### src/rtl/core/sqfc_pkg.sv
`default_nettype none

package sqfc_pkg;

    localparam int CMD_W      = 2;
    localparam int PTR_W      = 16;
    localparam int ID_W       = 16;
    localparam int SIZE_W     = 17;
    localparam int STATUS_W   = 2;
    localparam int CFG_IDX_W  = 1;
    localparam int CFG_DATA_W = 17;

    localparam logic [SIZE_W-1:0] SIZE_MIN     = 17'd2;
    localparam logic [SIZE_W-1:0] SIZE_MAX     = 17'd65536;
    localparam logic [SIZE_W-1:0] SQ_DEPTH_RST = 17'd32;
    localparam logic [PTR_W-1:0]  FC_OFF_HEAD  = 16'hFFFF;
    localparam logic [ID_W-1:0]   ID_SKIP      = 16'hFFFF;

    localparam logic [CFG_IDX_W-1:0] CFG_SQ_DEPTH    = 1'd0;
    localparam logic [CFG_IDX_W-1:0] CFG_FC_REQUIRED = 1'd1;

    typedef enum logic [CMD_W-1:0] {
        CMD_CONNECT  = 2'd0,
        CMD_SUBMIT   = 2'd1,
        CMD_RESPONSE = 2'd2
    } t_cmd;

    typedef enum logic [STATUS_W-1:0] {
        ST_OK      = 2'd0,
        ST_FULL    = 2'd1,
        ST_EMPTY   = 2'd2,
        ST_REFUSED = 2'd3
    } t_status;

    typedef struct packed {
        t_cmd              cmd;
        logic [PTR_W-1:0]  reported_head;
        logic              head_valid;
    } t_item;

    typedef struct packed {
        t_status           status;
        logic [ID_W-1:0]   command_id;
        logic [PTR_W-1:0]  head_now;
        logic [PTR_W-1:0]  tail_now;
        logic              fc_on;
        logic              queue_idle;
    } t_result;

    typedef struct packed {
        logic [SIZE_W-1:0] size_eff;
        logic              fc_required;
    } t_cfg;

endpackage

`default_nettype wire

### src/rtl/core/sqfc_if.sv
`default_nettype none

interface sqfc_in_if;
    logic                          valid;
    logic                          ready;
    logic [sqfc_pkg::CMD_W-1:0]    cmd;
    logic [sqfc_pkg::PTR_W-1:0]    reported_head;
    logic                          head_valid;

    modport source (output valid, cmd, reported_head, head_valid, input ready);
    modport sink   (input valid, cmd, reported_head, head_valid, output ready);
endinterface

interface sqfc_out_if;
    logic                          valid;
    logic                          ready;
    logic [sqfc_pkg::STATUS_W-1:0] status;
    logic [sqfc_pkg::ID_W-1:0]     command_id;
    logic [sqfc_pkg::PTR_W-1:0]    head_now;
    logic [sqfc_pkg::PTR_W-1:0]    tail_now;
    logic                          fc_on;
    logic                          queue_idle;

    modport source (output valid, status, command_id, head_now, tail_now, fc_on,
                    queue_idle, input ready);
    modport sink   (input valid, status, command_id, head_now, tail_now, fc_on,
                    queue_idle, output ready);
endinterface

interface sqfc_cfg_if;
    logic                            valid;
    logic                            ready;
    logic [sqfc_pkg::CFG_IDX_W-1:0]  index;
    logic [sqfc_pkg::CFG_DATA_W-1:0] data;

    modport source (output valid, index, data, input ready);
    modport sink   (input valid, index, data, output ready);
endinterface

`default_nettype wire

### src/rtl/core/sq_flow_control_tracker.sv
// Channel  Dir  Modport  Payload
// i_sub    in   sink     cmd, reported_head, head_valid
// o_res    out  source   status, command_id, head_now, tail_now, fc_on, queue_idle
// i_cfg    in   sink     index (0 sq depth, 1 fc_required), data
//
// One beat per cycle sustained while results are taken; a beat taken into the input
// register moves into the result register once that is free, and is offered from there.
// i_rst_n is synchronous: pointers, command ID and flow control clear,
// sq depth returns to 32 and fc_required to 1. No clearing pass.
// A stalled result holds; a new beat is still taken while the input stage is
// empty or moving into a free result register.
`default_nettype none

module sq_flow_control_tracker (
    input  wire logic  i_clk,
    input  wire logic  i_rst_n,
    sqfc_in_if.sink    i_sub,
    sqfc_out_if.source o_res,
    sqfc_cfg_if.sink   i_cfg
);
    import sqfc_pkg::*;

    t_cfg    w_cfg;
    t_result w_res;
    logic    r_in_valid;
    t_item   r_in;
    logic    r_out_valid;
    t_result r_out;
    logic    w_out_free;
    logic    w_step;

    sqfc_cfg u_cfg (
        .i_clk   (i_clk),
        .i_rst_n (i_rst_n),
        .i_cfg   (i_cfg),
        .o_cfg   (w_cfg)
    );

    sqfc_state u_state (
        .i_clk   (i_clk),
        .i_rst_n (i_rst_n),
        .i_cfg   (w_cfg),
        .i_step  (w_step),
        .i_item  (r_in),
        .o_res   (w_res)
    );

    assign w_out_free  = !r_out_valid || o_res.ready;
    assign w_step      = r_in_valid && w_out_free;
    assign i_sub.ready = !r_in_valid || w_out_free;

    always_ff @(posedge i_clk) begin
        if (!i_rst_n) begin
            r_in_valid  <= 1'b0;
            r_out_valid <= 1'b0;
        end else begin
            if (i_sub.ready) begin
                r_in_valid <= i_sub.valid;
            end
            if (w_out_free) begin
                r_out_valid <= r_in_valid;
            end
        end
    end

    always_ff @(posedge i_clk) begin
        if (i_sub.valid && i_sub.ready) begin
            r_in.cmd           <= t_cmd'(i_sub.cmd);
            r_in.reported_head <= i_sub.reported_head;
            r_in.head_valid    <= i_sub.head_valid;
        end
        if (w_step) begin
            r_out <= w_res;
        end
    end

    assign o_res.valid      = r_out_valid;
    assign o_res.status     = r_out.status;
    assign o_res.command_id = r_out.command_id;
    assign o_res.head_now   = r_out.head_now;
    assign o_res.tail_now   = r_out.tail_now;
    assign o_res.fc_on      = r_out.fc_on;
    assign o_res.queue_idle = r_out.queue_idle;

endmodule

`default_nettype wire

### src/rtl/core/sqfc_cfg.sv
`default_nettype none

module sqfc_cfg (
    input  wire logic      i_clk,
    input  wire logic      i_rst_n,
    sqfc_cfg_if.sink       i_cfg,
    output sqfc_pkg::t_cfg o_cfg
);
    import sqfc_pkg::*;

    logic [SIZE_W-1:0] r_sq_depth;
    logic              r_fc_required;

    assign i_cfg.ready = 1'b1;

    always_ff @(posedge i_clk) begin
        if (!i_rst_n) begin
            r_sq_depth    <= SQ_DEPTH_RST;
            r_fc_required <= 1'b1;
        end else if (i_cfg.valid) begin
            unique case (i_cfg.index)
                CFG_SQ_DEPTH:    r_sq_depth    <= i_cfg.data[SIZE_W-1:0];
                CFG_FC_REQUIRED: r_fc_required <= i_cfg.data[0];
                default: ;
            endcase
        end
    end

    // clamp into the legal queue range
    always_comb begin
        if (r_sq_depth < SIZE_MIN) begin
            o_cfg.size_eff = SIZE_MIN;
        end else if (r_sq_depth > SIZE_MAX) begin
            o_cfg.size_eff = SIZE_MAX;
        end else begin
            o_cfg.size_eff = r_sq_depth;
        end
        o_cfg.fc_required = r_fc_required;
    end

endmodule

`default_nettype wire

### src/rtl/core/sqfc_state.sv
`default_nettype none

module sqfc_state (
    input  wire logic            i_clk,
    input  wire logic            i_rst_n,
    input  wire sqfc_pkg::t_cfg  i_cfg,
    input  wire logic            i_step,
    input  wire sqfc_pkg::t_item i_item,
    output sqfc_pkg::t_result    o_res
);
    import sqfc_pkg::*;

    logic [PTR_W-1:0]  r_head_ptr, n_head_ptr;
    logic [PTR_W-1:0]  r_tail_ptr, n_tail_ptr;
    logic [ID_W-1:0]   r_next_id,  n_next_id;
    logic              r_fc_active, n_fc_active;
    logic [PTR_W-1:0]  w_tail_inc;
    logic [PTR_W-1:0]  w_head_inc;
    logic [ID_W-1:0]   w_id_inc;
    t_status           w_status;
    logic [ID_W-1:0]   w_cid;

    function automatic logic [PTR_W-1:0] wrap_inc(input logic [PTR_W-1:0] p,
                                                  input logic [SIZE_W-1:0] size);
        logic [SIZE_W-1:0] n;
        n = {1'b0, p} + 1'b1;
        return (n >= size) ? '0 : n[PTR_W-1:0];
    endfunction

    assign w_tail_inc = wrap_inc(r_tail_ptr, i_cfg.size_eff);
    assign w_head_inc = wrap_inc(r_head_ptr, i_cfg.size_eff);
    assign w_id_inc   = r_next_id + 1'b1;

    always_comb begin
        n_head_ptr  = r_head_ptr;
        n_tail_ptr  = r_tail_ptr;
        n_next_id   = r_next_id;
        n_fc_active = r_fc_active;
        w_status    = ST_OK;
        w_cid       = '0;
        case (i_item.cmd)
            CMD_CONNECT: begin
                if (!i_item.head_valid) begin
                    w_status = ST_REFUSED;
                end else if (i_item.reported_head == FC_OFF_HEAD) begin
                    if (i_cfg.fc_required) begin
                        w_status = ST_REFUSED;
                    end else begin
                        n_fc_active = 1'b0;
                    end
                end else begin
                    n_fc_active = 1'b1;
                    n_head_ptr  = i_item.reported_head;
                    n_tail_ptr  = i_item.reported_head;
                end
            end
            CMD_SUBMIT: begin
                if (w_tail_inc == r_head_ptr) begin
                    w_status = ST_FULL;
                end else begin
                    w_cid      = r_next_id;
                    n_next_id  = (w_id_inc == ID_SKIP) ? '0 : w_id_inc;
                    n_tail_ptr = w_tail_inc;
                end
            end
            CMD_RESPONSE: begin
                if (r_head_ptr == r_tail_ptr) begin
                    w_status = ST_EMPTY;
                end else if (r_fc_active) begin
                    if (i_item.head_valid) begin
                        n_head_ptr = i_item.reported_head;
                    end
                end else begin
                    n_head_ptr = w_head_inc;
                end
            end
            default: ;
        endcase
    end

    always_ff @(posedge i_clk) begin
        if (!i_rst_n) begin
            r_head_ptr  <= '0;
            r_tail_ptr  <= '0;
            r_next_id   <= '0;
            r_fc_active <= 1'b0;
        end else if (i_step) begin
            r_head_ptr  <= n_head_ptr;
            r_tail_ptr  <= n_tail_ptr;
            r_next_id   <= n_next_id;
            r_fc_active <= n_fc_active;
        end
    end

    always_comb begin
        o_res.status     = w_status;
        o_res.command_id = w_cid;
        o_res.head_now   = n_head_ptr;
        o_res.tail_now   = n_tail_ptr;
        o_res.fc_on      = n_fc_active;
        o_res.queue_idle = (n_head_ptr == n_tail_ptr);
    end

    a_id_skips: assert property (@(posedge i_clk) disable iff (!i_rst_n)
        r_next_id != ID_SKIP)
        else $error("next command ID reached the reserved value");

    a_hold_idle: assert property (@(posedge i_clk) disable iff (!i_rst_n)
        !i_step |=> $stable(r_head_ptr) && $stable(r_tail_ptr) && $stable(r_next_id)
                    && $stable(r_fc_active))
        else $error("state moved without a beat");

    a_submit_busy: assert property (@(posedge i_clk) disable iff (!i_rst_n)
        (i_step && i_item.cmd == CMD_SUBMIT && w_status == ST_OK)
        |=> r_head_ptr != r_tail_ptr && $stable(r_head_ptr))
        else $error("accepted submit left queue idle or moved head");

    a_fc_refuse: assert property (@(posedge i_clk) disable iff (!i_rst_n)
        (i_step && i_item.cmd == CMD_CONNECT && i_cfg.fc_required
         && i_item.reported_head == FC_OFF_HEAD) |-> w_status == ST_REFUSED)
        else $error("flow control disable not refused");

    a_refuse_keeps: assert property (@(posedge i_clk) disable iff (!i_rst_n)
        (i_step && w_status != ST_OK) |=> $stable(r_head_ptr) && $stable(r_tail_ptr)
                                          && $stable(r_next_id))
        else $error("refused beat changed the pointers");

endmodule

`default_nettype wire

### src/flat_wrapper.sv
// flat-port wrapper written by rule: the top's interface ports become plain ports
module sq_flow_control_tracker_flat import sqfc_pkg::*;
  (i_clk, i_rst_n, i_sub_valid, i_sub_cmd, i_sub_reported_head, i_sub_head_valid, i_sub_ready, o_res_valid, o_res_status, o_res_command_id, o_res_head_now, o_res_tail_now, o_res_fc_on, o_res_queue_idle, o_res_ready, i_cfg_valid, i_cfg_index, i_cfg_data, i_cfg_ready);
  sqfc_in_if i_sub_i ();
  sqfc_out_if o_res_i ();
  sqfc_cfg_if i_cfg_i ();
  input  wire logic i_clk;
  input  wire logic i_rst_n;
  input wire logic [$bits(i_sub_i.valid)-1:0] i_sub_valid;
  input wire logic [$bits(i_sub_i.cmd)-1:0] i_sub_cmd;
  input wire logic [$bits(i_sub_i.reported_head)-1:0] i_sub_reported_head;
  input wire logic [$bits(i_sub_i.head_valid)-1:0] i_sub_head_valid;
  output wire logic [$bits(i_sub_i.ready)-1:0] i_sub_ready;
  output wire logic [$bits(o_res_i.valid)-1:0] o_res_valid;
  output wire logic [$bits(o_res_i.status)-1:0] o_res_status;
  output wire logic [$bits(o_res_i.command_id)-1:0] o_res_command_id;
  output wire logic [$bits(o_res_i.head_now)-1:0] o_res_head_now;
  output wire logic [$bits(o_res_i.tail_now)-1:0] o_res_tail_now;
  output wire logic [$bits(o_res_i.fc_on)-1:0] o_res_fc_on;
  output wire logic [$bits(o_res_i.queue_idle)-1:0] o_res_queue_idle;
  input wire logic [$bits(o_res_i.ready)-1:0] o_res_ready;
  input wire logic [$bits(i_cfg_i.valid)-1:0] i_cfg_valid;
  input wire logic [$bits(i_cfg_i.index)-1:0] i_cfg_index;
  input wire logic [$bits(i_cfg_i.data)-1:0] i_cfg_data;
  output wire logic [$bits(i_cfg_i.ready)-1:0] i_cfg_ready;
  assign i_sub_i.valid = i_sub_valid;
  assign i_sub_i.cmd = i_sub_cmd;
  assign i_sub_i.reported_head = i_sub_reported_head;
  assign i_sub_i.head_valid = i_sub_head_valid;
  assign i_sub_ready = i_sub_i.ready;
  assign o_res_valid = o_res_i.valid;
  assign o_res_status = o_res_i.status;
  assign o_res_command_id = o_res_i.command_id;
  assign o_res_head_now = o_res_i.head_now;
  assign o_res_tail_now = o_res_i.tail_now;
  assign o_res_fc_on = o_res_i.fc_on;
  assign o_res_queue_idle = o_res_i.queue_idle;
  assign o_res_i.ready = o_res_ready;
  assign i_cfg_i.valid = i_cfg_valid;
  assign i_cfg_i.index = i_cfg_index;
  assign i_cfg_i.data = i_cfg_data;
  assign i_cfg_ready = i_cfg_i.ready;
  sq_flow_control_tracker u_core (.i_clk(i_clk), .i_rst_n(i_rst_n), .i_sub(i_sub_i), .o_res(o_res_i), .i_cfg(i_cfg_i));
endmodule
### config.mk
export PLATFORM = sky130hd
export DESIGN_NAME = sq_flow_control_tracker_flat
export DESIGN_NICKNAME = d
export VERILOG_FILES = /design/src/rtl/core/sqfc_pkg.sv /design/src/rtl/core/sqfc_if.sv /design/src/rtl/core/sq_flow_control_tracker.sv /design/src/rtl/core/sqfc_cfg.sv /design/src/rtl/core/sqfc_state.sv /design/src/flat_wrapper.sv
export SDC_FILE = /design/constraint.sdc
export NUM_CORES = 1
export LEC_CHECK = 0
export ABC_CLOCK_PERIOD_IN_PS = 6920
export BUFFER_PORTS_ARGS = -buffer_cell sky130_fd_sc_hd__buf_2
export CORE_MARGIN = 2
export CORE_UTILIZATION = 30
export CTS_CLUSTER_SIZE = 28
export DETAILED_ROUTE_END_ITERATION = 10
export HOLD_SLACK_MARGIN = 0.12
export PLACE_DENSITY_LB_ADDON = 0.05
export SETUP_SLACK_MARGIN = 0.4
export SLEW_MARGIN = 20
export SYNTH_ARGS = -nofsm -noshare
export SYNTH_HDL_FRONTEND = slang
export SYNTH_SLANG_ARGS = --single-unit
### constraint.sdc
create_clock -name i_clk -period 6.92 [get_ports i_clk]
set_input_delay 0.692 -clock i_clk [delete_from_list [all_inputs] [get_ports i_clk]]
set_output_delay 0.692 -clock i_clk [all_outputs]
set_load 0.01 [all_outputs]
Word level (Yosys, flattened, before mapping)
Cells that the tools add are included.
Storage, ports and cells
  bits of input ports: 42
  bits in registers: 140
  output and inout port bits: 55
  word-level logic and storage cells: 70
Operators by class
  bitwise gates (word level): 3
  reduce and logical (&&, ||, !) cells: 11
  muxes and demuxes: 25
  eq/ne operators: 7
  add/subtract/negate cells: 3
  $lt $le $gt $ge: 4
Operator list (count)
  $mux 16: 11
  $pmux 16 s2: 2
  $eq 16x16->1: 3
  $add 16x1->17 const B: 2
  $ge 17x17->1: 2
  $mux 17: 2
  $eq 16x16->1 const B: 2
  $gt 17x17->1 const B: 1
  $lt 17x2->1 const B: 1
  $add 16x1->16 const B: 1
  $mux 2: 4
  $pmux 2 s3: 1
  $mux 1: 5
  $reduce_and 2->1: 2
  $not 1->1: 3
  $reduce_and 3->1: 1
  $eq 2x1->1 const B: 1
  $eq 2x2->1 const B: 1
  $logic_and 1x1->1: 2
  $logic_not 1->1: 2
  $logic_not 2->1: 1
  $logic_or 1x1->1: 2
  $reduce_or 2->1: 1

Depth between registers and ports, before layout
  depth after elaboration: 9
  gate-level depth with buffers: 22
  gate-level depth less buffers: 19

Modules after synthesis
Synthesis repeated with hierarchy kept, for this count alone.
Second synthesis, totals
  cells, all modules: 1094
  area total of the unflattened synthesis: 9634.2 um2
By module, submodules not included
  sqfc_state: times used 1, area an instance 6477.5 um2, seq. area each 980.9 um2, cells each 905
  sq_flow_control_tracker: times used 1, area an instance 2235.9 um2, seq. area each 2172.1 um2, cells each 80
  sqfc_cfg: times used 1, area an instance 920.9 um2, seq. area each 360.3 um2, cells each 109

Least setup slack after synthesis
No wires, ideal clock.
  kind: register -> register
  from: reg u_core.u_state.r_tail_ptr[0]
  to: reg u_core.r_out (netlist bit u_core.o_res.queue_idle), data pin
  cell stages (with the launch flop): 19
  required time: 6750 ps
  buffers on the path: 0
  data arrival time: 4714 ps
  clock period less this slack: 4884 ps
  slack: 2036 ps
  setup time: 170 ps
  path through: dfxtp_1 -> ha_1 -> nand4_1 -> or4_1 -> xnor2_1 -> inv_1 -> ha_1 -> nand4_1 -> o21ai_0 -> a311oi_1 -> o211ai_1 -> or3_1 -> a2111oi_4 -> o211ai_1 -> o31ai_4 -> a221o_1 -> xnor2_1 -> o2111ai_1 -> nor4_2
RTL lines
  from (decl): line sqfc_state.sv:14  | logic [PTR_W-1:0] r_tail_ptr, n_tail_ptr;
  from (signal assigned): line sqfc_state.sv:89  | r_tail_ptr <= n_tail_ptr;
  to (signal assigned): line sq_flow_control_tracker.sv:73  | r_out <= w_res;
  to (decl): line sq_flow_control_tracker.sv:28  | t_result r_out;

==> impl_results.md <==
* Clock root cell: clkbuf_16
* Commonest register cell after synthesis: edfxtp_1
* Cell row count at 64
* Chip height at 181 um
* H-Tree Depth at 4
* Port bufs at 95
* Post-CTS setup buffers at 0
* Max-cap violations at 0
* # IOs at 97
* DRT iter0 DRCs at 1049
* Worst reg-to-reg path cell count at 20
* Fraction of layout cells with a size suffix above 1 at 0.178
* Pwr dens at 229 nW/um^2
* RSZ-0062 raised after global routing: no
* Syn nets at 1194
* Outcome: completed
* Post-CTS sizing at 0
* Core area at 30700 um^2
* Maximum VDD drop at 140 uV
* Crit path kind: reg -> reg
* Hold path start: i_sub_reported_head[6]
* Post-Place Worst Slack at 673 ps
* Flop-to-flop setup slack at 760 ps
* Routed vias at 8940
* Slew at the pin closest to its max-slew limit at 1160 ps
* Number of flops mapped to enable cells by yosys at 71
* Hold Fails Final Rpt at 0
* Number of buffers created by CTS at 17
* Drt first pass iters at 5
* Initial antenna violation count at 0
* Hold_ws at 421 ps
* Max-slew violations at 0
* Yosys reg bits at 140
* FMAX at 0.162 GHz
* Fin nets at 1285
* Starting Density at 0.305
* Seq/Total Area, Yosys at 0.375
* Power, Total at 2.53 mW
* Final setup vio count at 0
* Crit Path Max Fanout at 10
* Final period util at 0.890
* Worst r2r dst: u_core.o_res.queue_idle$_DFFE_PP_
* Synth cell types at 88
* Period minus WS final at 6160 ps
* Setup TNS at 0 ps
* Hold Crit Depth at 1
* Cell taking the most area after synthesis: edfxtp_1
* Die footprint at 32700 um^2
* Reg2reg start: u_core.u_state.r_tail_ptr[1]$_SDFFE_PN0P_
* CP Data Required Time at 7180 ps
* Final instance area at 11000 um^2
* Yosys warning count at 0
* Worst Setup Start Kind: flip-flop
* First-pass GRT wire length at 55.8 mm
* Final WS setup at 758 ps
* Congestion Overflow GR at 0
* Hold endpoint: u_core.r_in[7]$_DFFE_PP_
* Synth Instances at 1114
* Worst EP arrival at 6420 ps
* DRC at 0
* Total clock sinks at 140
* Post-synth top area share at 0.228
* RePlAce Congestion at 0.981
* Inserted Diodes at 0
* DRT Wirelength at 37.4 mm
* Post-DR vias/cell at 5.54
* Clock Skews at 12.3 ps
* Cell area after synthesis at 9370 um^2
* Largest net degree at the start of global routing at 81
* Mapped Avg Cell Area at 8.41 um^2
* CTS tree: built
* Max_slew headroom at 0.228
* Die Width at 181 um
* Pleak at 4.19 nW
* Kind of end point of the critical path: flip-flop
* Latest clock arrival within the worst-skew pair at 440 ps
* Routed len/inst at 23.1 um
* Top area cells in the synthesized netlist: edfxtp_1 23%, dfxtp_1 15%, nand2_1 6.5%, ha_1 5.1%, a21oi_1 4.5%
* Placed cell areas at 10400 um^2
* DP Wirelength at 27.7 mm
* Antenna-violating nets left at 0
* Hold buffers post-CTS at 0
* Worst Hold Class: in -> reg
* Number of global-route vias before repair at 8520
* GR Util All Layers at 0.228
* Post-synthesis async set-or-reset flop share at 0
* Clk buf depth at 2
* Area growth, synth to finish at 17.7%
* Clock Pin Slew Worst Setup and Hold Paths at 70 ps
## Yosys cell counts (all sizes together) (6+ instances only)
library cell	instances
a31oi	14
xor2	22
edfxtp	71
nor3	29
a21o	6
mux2i	6
a21oi	90
nand2	163
and2	27
or2	7
a211oi	16
nand4	27
a211o	6
nor2b	13
dfxtp	69
o211ai	11
inv	46
nor2	83
nand3	29
or4	7
and3	10
nor4	11
clkbuf	54
ha	38
or3	12
o21ai	61
xnor2	42
o22ai	10
a32oi	6
nand2b	11
buf	22
## critical path: stages (launching register included)
cell and delay [ps]:
dfxtp_1 510, ha_1 310, nand4_1 220, or4_1 670, xnor2_1 330, inv_1 80, ha_1 300, nand4_1 140
o21ai_0 110, a311oi_1 400, o211ai_1 140, buf_4 200, buf_4 150, or3_1 410, a2111oi_4 440, o211ai_1 200
o31ai_4 580, a221o_1 290, xnor2_1 120, o2111ai_1 190, nor4_2 180
## cell families after synthesis
group | count (synthesis) | share of synthesized area
AO/OA/AOI/OAI | 291 | 0.211
XOR/XNOR | 64 | 0.0598
flip-flops | 140 | 0.375
adder cells (fa/ha/maj) | 39 | 0.0518
multiplexers | 10 | 0.0112
buffers and inverters | 123 | 0.0549
AND/OR/NAND/NOR | 446 | 0.236
other | 1 | 0.000400
## sequential cells by signal, indices dropped and copies added (netlist names), 2 cells and up
signal,cells
u_core.o_res.command_id,16
u_core.o_res.head_now,16
u_core.o_res.status,2
u_core.o_res.tail_now,16
u_core.r_in,19
u_core.u_cfg.r_sq_depth,17
u_core.u_state.r_head_ptr,16
u_core.u_state.r_next_id,16
u_core.u_state.r_tail_ptr,16
## metrics by stage
stage	util	std cells
after detailed placement	0.339	1578
after CTS	0.358	1610
after global placement	0.339	1578
after global routing	0.359	1614
final	0.359	1614
after floorplan	-	1114
## per-layer routing
layer  up-vias  track usage  part of all wire  wire length [um]
met2       387        0.341              0.43             16200
met3        65       0.0480             0.075              2800
met1      4252        0.322              0.46             17100
met4         0       0.0871             0.034              1260
met5         -            0                 0                 0
li1       4236            -                 -                 -
## cell usage in the layout, fill, tap and decap left out, drive strengths merged, types with 38 or more instances in the layout
master  instances
a21oi          90
buf           148
nand2         163
xnor2          42
inv            52
o21ai          61
ha             38
edfxtp         71
dfxtp          69
nor2           83
## area by class of cell
| class | count | area, um^2 |
|---|---|---|
| Clock buffer | 17 | 425 |
| Clock inverter | 15 | 183 |
| Fill cell | 3215 | 19600 |
| Inverter | 47 | 178 |
| Multi-Input combinational cell | 851 | 5360 |
| Sequential cell | 140 | 3510 |
| Tap cell | 396 | 495 |
| Timing Repair Buffer | 148 | 873 |
## report_power, final
| part | switching (mW) | internal (mW) | total [mW] | leakage [nW] |
|---|---|---|---|---|
| sequential | 0.0411 | 0.918 | 0.959 | 1.24 |
| clock | 0.406 | 0.573 | 0.980 | 0.291 |
| combinational | 0.380 | 0.207 | 0.587 | 2.66 |
## how the worst max path moves through the flow
stage	from	to	slack [ps]	cells past startpoint
floorplan	u_core.u_state.r_tail_ptr[0]$_SDFFE_PN0P_	u_core.o_res.queue_idle$_DFFE_PP_	2040	18
global placement	u_core.u_state.r_tail_ptr[1]$_SDFFE_PN0P_	u_core.u_state.r_next_id[10]$_SDFFE_PN0P_	850	18
detailed placement	u_core.u_state.r_tail_ptr[1]$_SDFFE_PN0P_	u_core.u_state.r_next_id[1]$_SDFFE_PN0P_	670	18
CTS	u_core.u_state.r_tail_ptr[1]$_SDFFE_PN0P_	u_core.u_state.r_next_id[1]$_SDFFE_PN0P_	630	18
global route	u_core.u_state.r_tail_ptr[1]$_SDFFE_PN0P_	u_core.o_res.queue_idle$_DFFE_PP_	420	20
finish	u_core.u_state.r_tail_ptr[1]$_SDFFE_PN0P_	u_core.o_res.queue_idle$_DFFE_PP_	760	20
Power figures use the tool's default switching activity.
